$ cat config.mk
export PLATFORM = sky130hd
export DESIGN_NAME = spike_coincidence_detector
export DESIGN_NICKNAME = d
export VERILOG_FILES = /design/src/hw/rtl/scd_pkg.sv /design/src/hw/rtl/spike_coincidence_detector.sv /design/src/hw/rtl/scd_mul.sv /design/src/hw/rtl/scd_exp_rom.sv /design/src/hw/rtl/scd_ctrl.sv
export SDC_FILE = /design/constraint.sdc
export NUM_CORES = 2
export LEC_CHECK = 0
export BUFFER_PORTS_ARGS = -buffer_cell sky130_fd_sc_hd__buf_2
export CORE_ASPECT_RATIO = 1.2
export CORE_MARGIN = 2
export CORE_UTILIZATION = 60
export DETAILED_ROUTE_END_ITERATION = 10
export GPL_ROUTABILITY_DRIVEN = 0
export MAX_ROUTING_LAYER = met4
export PLACE_DENSITY = 0.77
export RECOVER_POWER = 50
export SETUP_SLACK_MARGIN = 0.2
export SLEW_MARGIN = 20
export SYNTH_ARGS = -nofsm -noshare
export SYNTH_HDL_FRONTEND = slang
export SYNTH_SLANG_ARGS = --single-unit
$ cat constraint.sdc
create_clock -name aclk -period 11.3 [get_ports aclk]
set_clock_uncertainty 0.1 [all_clocks]
set_input_delay 3.39 -clock aclk [delete_from_list [all_inputs] [get_ports aclk]]
set_output_delay 3.39 -clock aclk [all_outputs]
set_load 0.02 [all_outputs]
$ cat src/hw/rtl/scd_pkg.sv
// Package for the spike coincidence detector: codes, types and the decay table function.
`timescale 1ns / 1ps
`default_nettype none

package scd_pkg;

    localparam int NUM_CHANNELS_DEF    = 4;
    localparam int EXP_TABLE_DEPTH_DEF = 256;

    localparam int CFG_INDEX_W = 3;
    localparam int CFG_DATA_W  = 32;
    localparam int TIME_W      = 32;
    localparam int CHANNEL_W   = 2;
    localparam int WEIGHT_W    = 16;
    localparam int THRESH_W    = 18;
    localparam int RATE_W      = 16;
    localparam int FACTOR_W    = 16;
    localparam int INDEX_SHIFT = 12;
    localparam int MUL_A_W     = 33;
    localparam int MUL_B_W     = 17;
    localparam int MUL_P_W     = MUL_A_W + MUL_B_W;

    // exp(-1/16) in Q0.32
    localparam logic [63:0] DECAY_STEP = 64'd4034748383;

    localparam logic [CFG_INDEX_W-1:0] REG_THRESHOLD  = 3'd0;
    localparam logic [CFG_INDEX_W-1:0] REG_REFRACTORY = 3'd1;
    localparam logic [CFG_INDEX_W-1:0] REG_DECAY_RATE = 3'd2;
    localparam logic [CFG_INDEX_W-1:0] REG_WEIGHT_0   = 3'd3;

    localparam logic [THRESH_W-1:0] THRESHOLD_RST  = 18'sd256;
    localparam logic [TIME_W-1:0]   REFRACTORY_RST = 32'd0;
    localparam logic [RATE_W-1:0]   DECAY_RATE_RST = 16'd6554;
    localparam logic [WEIGHT_W-1:0] WEIGHT_RST     = 16'sd256;

    typedef enum logic [2:0] {
        ST_IDLE,
        ST_CHECK,
        ST_MUL_DT,
        ST_LOOKUP,
        ST_MUL_W,
        ST_DECIDE
    } state_t;

    typedef enum logic {
        MUL_DT,
        MUL_WEIGHT
    } mul_sel_t;

    typedef struct packed {
        logic     ready;
        logic     mul_en;
        mul_sel_t mul_sel;
        logic     rom_en;
        logic     commit;
    } ctl_t;

    typedef struct packed {
        logic in_valid;
        logic drop;
        logic carry_valid;
        logic fire;
        logic out_free;
    } sts_t;

    // Entry k of the decay table, by the integer recurrence p(k+1) = p(k) * step >> 32.
    function automatic logic [FACTOR_W-1:0] exp_entry(input int k);
        logic [63:0] p;
        logic [63:0] e;
        p = 64'h0000_0000_FFFF_FFFF;
        for (int i = 0; i < k; i++) begin
            p = (p * DECAY_STEP) >> 32;
        end
        e = (p + 64'd32768) >> 16;
        if (e > 64'd65535) begin
            e = 64'd65535;
        end
        return e[FACTOR_W-1:0];
    endfunction

endpackage

`default_nettype wire

$ cat src/hw/rtl/spike_coincidence_detector.sv
// Top level of the spike coincidence detector: ports, registers and datapath.
`timescale 1ns / 1ps
`default_nettype none

// Leaky integrate-and-fire neuron that carries one previous subthreshold spike.
// Input channel s_*: one item is a spike (s_spike_time, s_channel), times nondecreasing.
// Result channel m_*: zero or one item per spike, m_fire_time equal to the spike time.
// Config channel cfg_*: index 0 threshold, 1 refractory_ticks, 2 decay_rate,
// 3 onwards one weight per channel; other indexes are ignored. cfg_ready is always
// high; write only while no spike is in flight.
// Timing: s_ready is high only while the sequencer is idle. A dropped spike ends
// after the check step, a spike with nothing carried goes from check to decide, and
// a spike with a carried one steps through check, dt multiply, table read, weight
// multiply and decide, a sequence set by the one shared multiplier and the registered
// table read. A result appears on m_* the cycle after the decide step.
// Stall: a result waits in the output register; the next spike is still taken and
// worked on, and only its own decide step holds if it fires before the earlier
// result has gone.
// Reset (aresetn low, synchronous): configuration registers return to their defaults,
// nothing is carried, the neuron has never fired and no result is pending.
module spike_coincidence_detector #(
    parameter int NUM_CHANNELS    = scd_pkg::NUM_CHANNELS_DEF,
    parameter int EXP_TABLE_DEPTH = scd_pkg::EXP_TABLE_DEPTH_DEF
) (
    input  wire logic                              aclk,
    input  wire logic                              aresetn,
    input  wire logic                              s_valid,
    output logic                                   s_ready,
    input  wire logic [scd_pkg::TIME_W-1:0]        s_spike_time,
    input  wire logic [scd_pkg::CHANNEL_W-1:0]     s_channel,
    output logic                                   m_valid,
    input  wire logic                              m_ready,
    output logic      [scd_pkg::TIME_W-1:0]        m_fire_time,
    input  wire logic                              cfg_valid,
    output logic                                   cfg_ready,
    input  wire logic [scd_pkg::CFG_INDEX_W-1:0]   cfg_index,
    input  wire logic [scd_pkg::CFG_DATA_W-1:0]    cfg_data
);
    import scd_pkg::*;

    localparam int IDX_W = $clog2(EXP_TABLE_DEPTH);

    // configuration
    logic signed [THRESH_W-1:0] threshold_reg;
    logic [TIME_W-1:0]          refractory_reg;
    logic [RATE_W-1:0]          decay_rate_reg;
    logic signed [WEIGHT_W-1:0] weight_reg [NUM_CHANNELS];

    // neuron state
    logic [TIME_W-1:0]          carry_time_reg;
    logic signed [WEIGHT_W-1:0] carry_weight_reg;
    logic                       carry_valid_reg;
    logic                       fire_valid_reg;
    logic [TIME_W-1:0]          last_fire_reg;

    // item in flight and result
    logic [TIME_W-1:0]          time_reg;
    logic [CHANNEL_W-1:0]       channel_reg;
    logic [TIME_W-1:0]          fire_time_reg;
    logic                       out_valid_reg;

    ctl_t ctl;
    sts_t sts;

    logic signed [WEIGHT_W-1:0] weight_sel;
    logic [TIME_W-1:0]          dt_fire;
    logic [TIME_W-1:0]          dt_carry;
    logic                       chan_bad;
    logic signed [MUL_A_W-1:0]  mul_a;
    logic signed [MUL_B_W-1:0]  mul_b;
    logic signed [MUL_P_W-1:0]  prod;
    logic [MUL_P_W-1:0]         prod_u;
    logic                       idx_in_range;
    logic [FACTOR_W-1:0]        factor;
    logic signed [THRESH_W-1:0] contrib;
    logic signed [THRESH_W-1:0] potential;
    logic                       fire;
    logic                       accept;

    assign accept    = s_valid && s_ready;
    assign cfg_ready = 1'b1;

    // Select the weight of the spike's channel; an unused channel reads zero.
    always_comb begin
        weight_sel = '0;
        for (int i = 0; i < NUM_CHANNELS; i++) begin
            if (channel_reg == CHANNEL_W'(i)) begin
                weight_sel = weight_reg[i];
            end
        end
    end

    assign chan_bad = {1'b0, channel_reg} >= (CHANNEL_W + 1)'(NUM_CHANNELS);
    assign dt_fire  = time_reg - last_fire_reg;
    assign dt_carry = time_reg - carry_time_reg;

    // Feed the shared multiplier: dt times decay rate first, then weight times factor.
    always_comb begin
        if (ctl.mul_sel == MUL_DT) begin
            mul_a = {1'b0, dt_carry};
            mul_b = {1'b0, decay_rate_reg};
        end else begin
            mul_a = MUL_A_W'(carry_weight_reg);
            mul_b = {1'b0, factor};
        end
    end

    scd_mul u_mul (
        .aclk (aclk),
        .en   (ctl.mul_en),
        .a    (mul_a),
        .b    (mul_b),
        .prod (prod)
    );

    // Table index is (dt * rate) >> 12; anything past the table decays to zero.
    assign prod_u       = prod;
    assign idx_in_range = prod_u[MUL_P_W-1:INDEX_SHIFT]
                          < (MUL_P_W - INDEX_SHIFT)'(EXP_TABLE_DEPTH);

    scd_exp_rom #(
        .DEPTH (EXP_TABLE_DEPTH)
    ) u_exp_rom (
        .aclk     (aclk),
        .en       (ctl.rom_en),
        .in_range (idx_in_range),
        .addr     (prod_u[INDEX_SHIFT+IDX_W-1:INDEX_SHIFT]),
        .factor   (factor)
    );

    // Floor of the product over 2^16, taken as an arithmetic shift.
    assign contrib   = carry_valid_reg ? prod[THRESH_W+15:16] : '0;
    assign potential = THRESH_W'(weight_sel) + contrib;
    assign fire      = potential >= threshold_reg;

    assign sts = '{
        in_valid:    s_valid,
        drop:        chan_bad || (fire_valid_reg && (dt_fire <= refractory_reg)),
        carry_valid: carry_valid_reg,
        fire:        fire,
        out_free:    !out_valid_reg || m_ready
    };

    scd_ctrl u_ctrl (
        .aclk    (aclk),
        .aresetn (aresetn),
        .sts     (sts),
        .ctl     (ctl)
    );

    assign s_ready = ctl.ready;

    // Hold the spike for the whole sequence.
    always_ff @(posedge aclk) begin
        if (accept) begin
            time_reg    <= s_spike_time;
            channel_reg <= s_channel;
        end
    end

    // Configuration registers.
    always_ff @(posedge aclk) begin
        if (!aresetn) begin
            threshold_reg  <= THRESHOLD_RST;
            refractory_reg <= REFRACTORY_RST;
            decay_rate_reg <= DECAY_RATE_RST;
            for (int i = 0; i < NUM_CHANNELS; i++) begin
                weight_reg[i] <= WEIGHT_RST;
            end
        end else if (cfg_valid && cfg_ready) begin
            if (cfg_index == REG_THRESHOLD) begin
                threshold_reg <= cfg_data[THRESH_W-1:0];
            end
            if (cfg_index == REG_REFRACTORY) begin
                refractory_reg <= cfg_data[TIME_W-1:0];
            end
            if (cfg_index == REG_DECAY_RATE) begin
                decay_rate_reg <= cfg_data[RATE_W-1:0];
            end
            for (int i = 0; i < NUM_CHANNELS; i++) begin
                if (cfg_index == REG_WEIGHT_0 + CFG_INDEX_W'(i)) begin
                    weight_reg[i] <= cfg_data[WEIGHT_W-1:0];
                end
            end
        end
    end

    // Commit the decision: fire and clear the carry, or carry this spike forward.
    always_ff @(posedge aclk) begin
        if (!aresetn) begin
            carry_time_reg   <= '0;
            carry_weight_reg <= '0;
            carry_valid_reg  <= 1'b0;
            fire_valid_reg   <= 1'b0;
            last_fire_reg    <= '0;
        end else if (ctl.commit) begin
            if (fire) begin
                fire_valid_reg  <= 1'b1;
                last_fire_reg   <= time_reg;
                carry_valid_reg <= 1'b0;
            end else begin
                carry_time_reg   <= time_reg;
                carry_weight_reg <= weight_sel;
                carry_valid_reg  <= 1'b1;
            end
        end
    end

    // Output register: load on a firing commit, drop once taken.
    always_ff @(posedge aclk) begin
        if (!aresetn) begin
            out_valid_reg <= 1'b0;
        end else if (ctl.commit && fire) begin
            out_valid_reg <= 1'b1;
        end else if (m_ready) begin
            out_valid_reg <= 1'b0;
        end
    end

    always_ff @(posedge aclk) begin
        if (ctl.commit && fire) begin
            fire_time_reg <= time_reg;
        end
    end

    assign m_valid     = out_valid_reg;
    assign m_fire_time = fire_time_reg;

`ifndef SYNTHESIS
    a_busy_after_accept: assert property (@(posedge aclk) disable iff (!aresetn)
        accept |=> !s_ready)
        else $error("input taken while an item is still in flight");

    a_result_from_commit: assert property (@(posedge aclk) disable iff (!aresetn)
        $rose(m_valid) |-> $past(ctl.commit && fire))
        else $error("result appeared without a firing commit");

    a_fire_clears_carry: assert property (@(posedge aclk) disable iff (!aresetn)
        (ctl.commit && fire) |=> (!carry_valid_reg && fire_valid_reg && m_valid))
        else $error("firing did not clear the carried spike");

    a_no_overwrite: assert property (@(posedge aclk) disable iff (!aresetn)
        (ctl.commit && fire) |-> (!out_valid_reg || m_ready))
        else $error("pending result overwritten");
`endif

endmodule

`default_nettype wire

$ cat src/hw/rtl/scd_mul.sv
// Shared signed multiplier with registered product.
`timescale 1ns / 1ps
`default_nettype none

module scd_mul (
    input  wire logic                                aclk,
    input  wire logic                                en,
    input  wire logic signed [scd_pkg::MUL_A_W-1:0]  a,
    input  wire logic signed [scd_pkg::MUL_B_W-1:0]  b,
    output logic signed      [scd_pkg::MUL_P_W-1:0]  prod
);
    import scd_pkg::*;

    logic signed [MUL_P_W-1:0] prod_reg;

    always_ff @(posedge aclk) begin
        if (en) begin
            prod_reg <= MUL_P_W'(a) * MUL_P_W'(b);
        end
    end

    assign prod = prod_reg;

endmodule

`default_nettype wire

$ cat src/hw/rtl/scd_exp_rom.sv
// Decay factor table with registered read; out-of-range lookups give zero.
`timescale 1ns / 1ps
`default_nettype none

module scd_exp_rom #(
    parameter int DEPTH = scd_pkg::EXP_TABLE_DEPTH_DEF
) (
    input  wire logic                          aclk,
    input  wire logic                          en,
    input  wire logic                          in_range,
    input  wire logic [$clog2(DEPTH)-1:0]      addr,
    output logic      [scd_pkg::FACTOR_W-1:0]  factor
);
    import scd_pkg::*;

    logic [FACTOR_W-1:0] decay_lut [DEPTH];
    logic [FACTOR_W-1:0] factor_reg;

    for (genvar g = 0; g < DEPTH; g++) begin : g_lut
        assign decay_lut[g] = exp_entry(g);
    end

    always_ff @(posedge aclk) begin
        if (en) begin
            factor_reg <= in_range ? decay_lut[addr] : '0;
        end
    end

    assign factor = factor_reg;

endmodule

`default_nettype wire

$ cat src/hw/rtl/scd_ctrl.sv
// Steps one spike: check, then drop, or decide after mul, lookup, mul if carrying.
`timescale 1ns / 1ps
`default_nettype none

module scd_ctrl (
    input  wire logic          aclk,
    input  wire logic          aresetn,
    input  wire scd_pkg::sts_t sts,
    output scd_pkg::ctl_t      ctl
);
    import scd_pkg::*;

    state_t state_reg;
    state_t state_next;

    always_ff @(posedge aclk) begin
        if (!aresetn) begin
            state_reg <= ST_IDLE;
        end else begin
            state_reg <= state_next;
        end
    end

    always_comb begin
        state_next = state_reg;
        case (state_reg)
            ST_IDLE: begin
                if (sts.in_valid) begin
                    state_next = ST_CHECK;
                end
            end
            ST_CHECK: begin
                if (sts.drop) begin
                    state_next = ST_IDLE;
                end else if (sts.carry_valid) begin
                    state_next = ST_MUL_DT;
                end else begin
                    state_next = ST_DECIDE;
                end
            end
            ST_MUL_DT: state_next = ST_LOOKUP;
            ST_LOOKUP: state_next = ST_MUL_W;
            ST_MUL_W:  state_next = ST_DECIDE;
            ST_DECIDE: begin
                if (!sts.fire || sts.out_free) begin
                    state_next = ST_IDLE;
                end
            end
            default: state_next = ST_IDLE;
        endcase
    end

    always_comb begin
        ctl = '{ready: 1'b0, mul_en: 1'b0, mul_sel: MUL_DT, rom_en: 1'b0, commit: 1'b0};
        case (state_reg)
            ST_IDLE:   ctl.ready = 1'b1;
            ST_CHECK:  ctl.ready = 1'b0;
            ST_MUL_DT: begin
                ctl.mul_en  = 1'b1;
                ctl.mul_sel = MUL_DT;
            end
            ST_LOOKUP: ctl.rom_en = 1'b1;
            ST_MUL_W:  begin
                ctl.mul_en  = 1'b1;
                ctl.mul_sel = MUL_WEIGHT;
            end
            ST_DECIDE: ctl.commit = !sts.fire || sts.out_free;
            default:   ctl.ready = 1'b0;
        endcase
    end

endmodule

`default_nettype wire

==> results.py <==
metrics = {
    "status": {
        "outcome": "finished, violations left",
        "violations": "max-capacitance violations, max-slew violations",
    },
    "final_layout": {
        "syn_to_final_growth_pct": 6.485,
        "fin_nets": 5068,
        "stdcell_count": 5075,
        "drive_gt1_frac": 0.06084,
        "post-route-util": 0.6463,
        "largest_register_ff_count": 64,
    },
    "synthesis": {
        "syn_inst": 4224,
        "synth_edf_count": 184,
        "synth_area_per_cell_um2": 8.935,
        "synth_cell_types": 84,
        "ys_top_cells_by_count": "inv_1 (720), nand2_1 (538), fa_1 (504), nor2_1 (343), a21oi_1 (333)",
        "synth_top_area_cell": "fa_1",
        "synth.most_common_cell": "inv_1",
        "synth_area_leaders": "fa_1 (27%), edfxtp_1 (15%), ha_1 (8.6%)",
        "synth_fp_nets": 5061,
        "seq_area_frac_synth": 0.2270,
        "syn-cell-area_mm2": 0.03774,
        "ys_warn_count": 0,
        "synth_top_cell_area_share": 0.2673,
        "synthArstFlopShare": 0,
        "synth-seq-cells": 336,
        "ys.flop_type": "edfxtp_1",
    },
    "grt": {
        "antenna_found_initial": 2,
        "grt_pass1_vias": 30930,
        "grt_pass1_wl_um": 170500,
        "grt_remaining_overflow": 0,
        "grt_start_max_net_pins": 108,
        "grtUsageTotal": 0.3542,
    },
    "critical_path": {
        "cp.arrival_ns": 9.87,
        "critPathTopFamily": "adder cells",
        "worstSetupPathType": "flip-flop to flip-flop",
        "reg2reg_setup_slack_ns": 1.63,
        "cpMaxStageDelayCell": "xnor2_1",
        "cpMostUsedCell": "fa_1",
        "reg2reg_depth": 31,
        "worstReg2RegEnd": "u_mul.prod[49]",
        "timing.rr.start": "time_reg[1]",
        "cp-end-kind": "flip-flop",
        "cp.required_ns": 11.50,
        "critPathMaxStageDelay_ns": 0.71,
        "crit_path_max_fanout": 9,
        "critical_path_depth": 31,
        "setup.worst_path.start": "time_reg[1]",
        "worst-path-buf-inv": 3,
        "crit_path_start_kind": "flip-flop",
        "endpoint": "u_mul.prod[49]",
    },
    "place": {
        "port_buffers": 107,
        "dp_hpwl_um": 83750,
        "dpl.cell_count": 5008,
    },
    "sta": {
        "worst_pin_slew_ns": 2.795,
        "relSlewSlack": -0.8642,
        "hold_violations": 0,
        "setup_viol": 0,
        "fin_crit_ns": 9.672,
        "min_period_over_period": 0.8559,
        "fmax_ghz": 0.1034,
        "slew_violations": 197,
        "rsz0062_at_grt": "false",
        "fin_tns_setup_ns": 0,
    },
    "clock_network": {
        "ctsResizeCount": 0,
        "clk_latency_ns": 0.58,
        "cts_root_buf": "clkbuf_16",
        "cts_hold_buf": 0,
        "cts_max_level": 2,
        "cts_buffers": 36,
        "cts_buffer_depth": 3,
        "cts.clk_slew.worst_paths_ns": 0.06,
        "cts_tree": "done",
        "post-cts-setup-buffers": 0,
        "cts.sinks": 336,
    },
    "detailed_routing": {
        "ant_nets": 0,
        "drc_errors": 0,
        "wire_per_inst_um": 21.38,
        "vias": 30690,
        "first_pass_iters": 9,
        "drtIter0Drc": 3098,
        "routed_wl_um": 108500,
        "viasPerCell": 6.048,
    },
    "floorplanning": {
        "core.rowCount": 100,
        "core_area_mm2": 0.06218,
        "start_util": 0.6069,
        "die_w_um": 232.9,
        "die_h_um": 278.7,
        "dieArea_mm2": 0.06493,
        "io_pins": 109,
    },
    "run": {
        "drv_cap": 4,
    },
    "worst_hold_path": {
        "hp-class": "flip-flop to flip-flop",
    },
}
per-stage QoR:
stage | setup WS [ns] | area (µm²) | hold slack [ns]
final | 1.628 | 40190 | 0.3533
after global routing | 1.310 | 40190 | 0.3704
after CTS | 1.816 | 40210 | 0.3555
after floorplan | 2.996 | 37740 | 0.3317
after global placement | 1.877 | 38990 | 0.3396
after detailed placement | 1.892 | 39000 | 0.3470
logic make-up (layout without fill, tap and decap cells):
kind of cell,Yosys count,count (layout),synth area share
AND/OR/NAND/NOR,1247,1247,0.1463
buffers and inverters,907,940,0.09057
adder cells (fa/ha/maj),763,763,0.3532
AO/OA/AOI/OAI,755,755,0.1239
flip-flops,336,336,0.2270
XOR/XNOR,113,113,0.02622
multiplexers,102,102,0.03269
other,1,3,0.00009936
routing by layer:
metal,wire (µm),vias to the layer above,GRT usage
met1,39830,14890,0.4319
met3,11380,469,0.07996
met2,50370,1678,0.5536
li1,-,13650,-
met4,6906,0,0.1805
met5,0,-,-
placed cells by master (no fill, tap or decap), types with 23 or more instances in the layout:
cell type,netlist,layout
inv_1,720,720
nand2_1,538,537
fa_1,504,504
nor2_1,343,341
a21oi_1,333,332
ha_1,259,259
edfxtp_1,184,184
dfxtp_1,152,152
and2_1,117,114
o21ai_0,111,111
buf_2,8,100
a21o_1,92,92
mux2i_1,85,85
xnor2_1,72,71
nand3_1,52,52
buf_4,1,44
nor3_1,42,41
xor2_1,41,41
clkbuf_16,0,37
nor2b_1,31,31
a31oi_1,29,29
nand2b_1,29,28
o21a_1,28,28
a211oi_1,23,23
cell type report:
class                   count  area (µm²)
fillers                  5069       22000
multi-input cells        2981       25800
clock inverters            21       244.0
inverters                 721        2708
flip-flops and latches    336        8568
clock buffers              43       968.4
repair buffers            155       872.1
well taps                 816        1021
diodes                      2       5.005
worst min path at each step:
stage	cells past startpoint	startpoint	to	slack (ns)
floorplan	2	decay_rate_reg[0]	decay_rate_reg[0]	0.33
global placement	2	decay_rate_reg[2]	decay_rate_reg[2]	0.34
detailed placement	2	refractory_reg[2]	refractory_reg[2]	0.35
CTS	2	threshold_reg[17]	threshold_reg[17]	0.36
global route	2	refractory_reg[16]	refractory_reg[16]	0.37
finish	2	refractory_reg[8]	refractory_reg[8]	0.35
worst reg2reg max path, delay by kind of cell, from the launching register on:
family | cells | cell delay, ns
fa+ha+maj | 8 | 3.72
flops | 1 | 0.50
xor+xnor | 2 | 0.79
simple gates | 5 | 1.14
compound gates | 13 | 2.97
buf+inv | 3 | 0.17
Power is left out: the tool's default activity adds up to more than one toggle a clock period on the data nets, which glitch-free logic cannot reach.
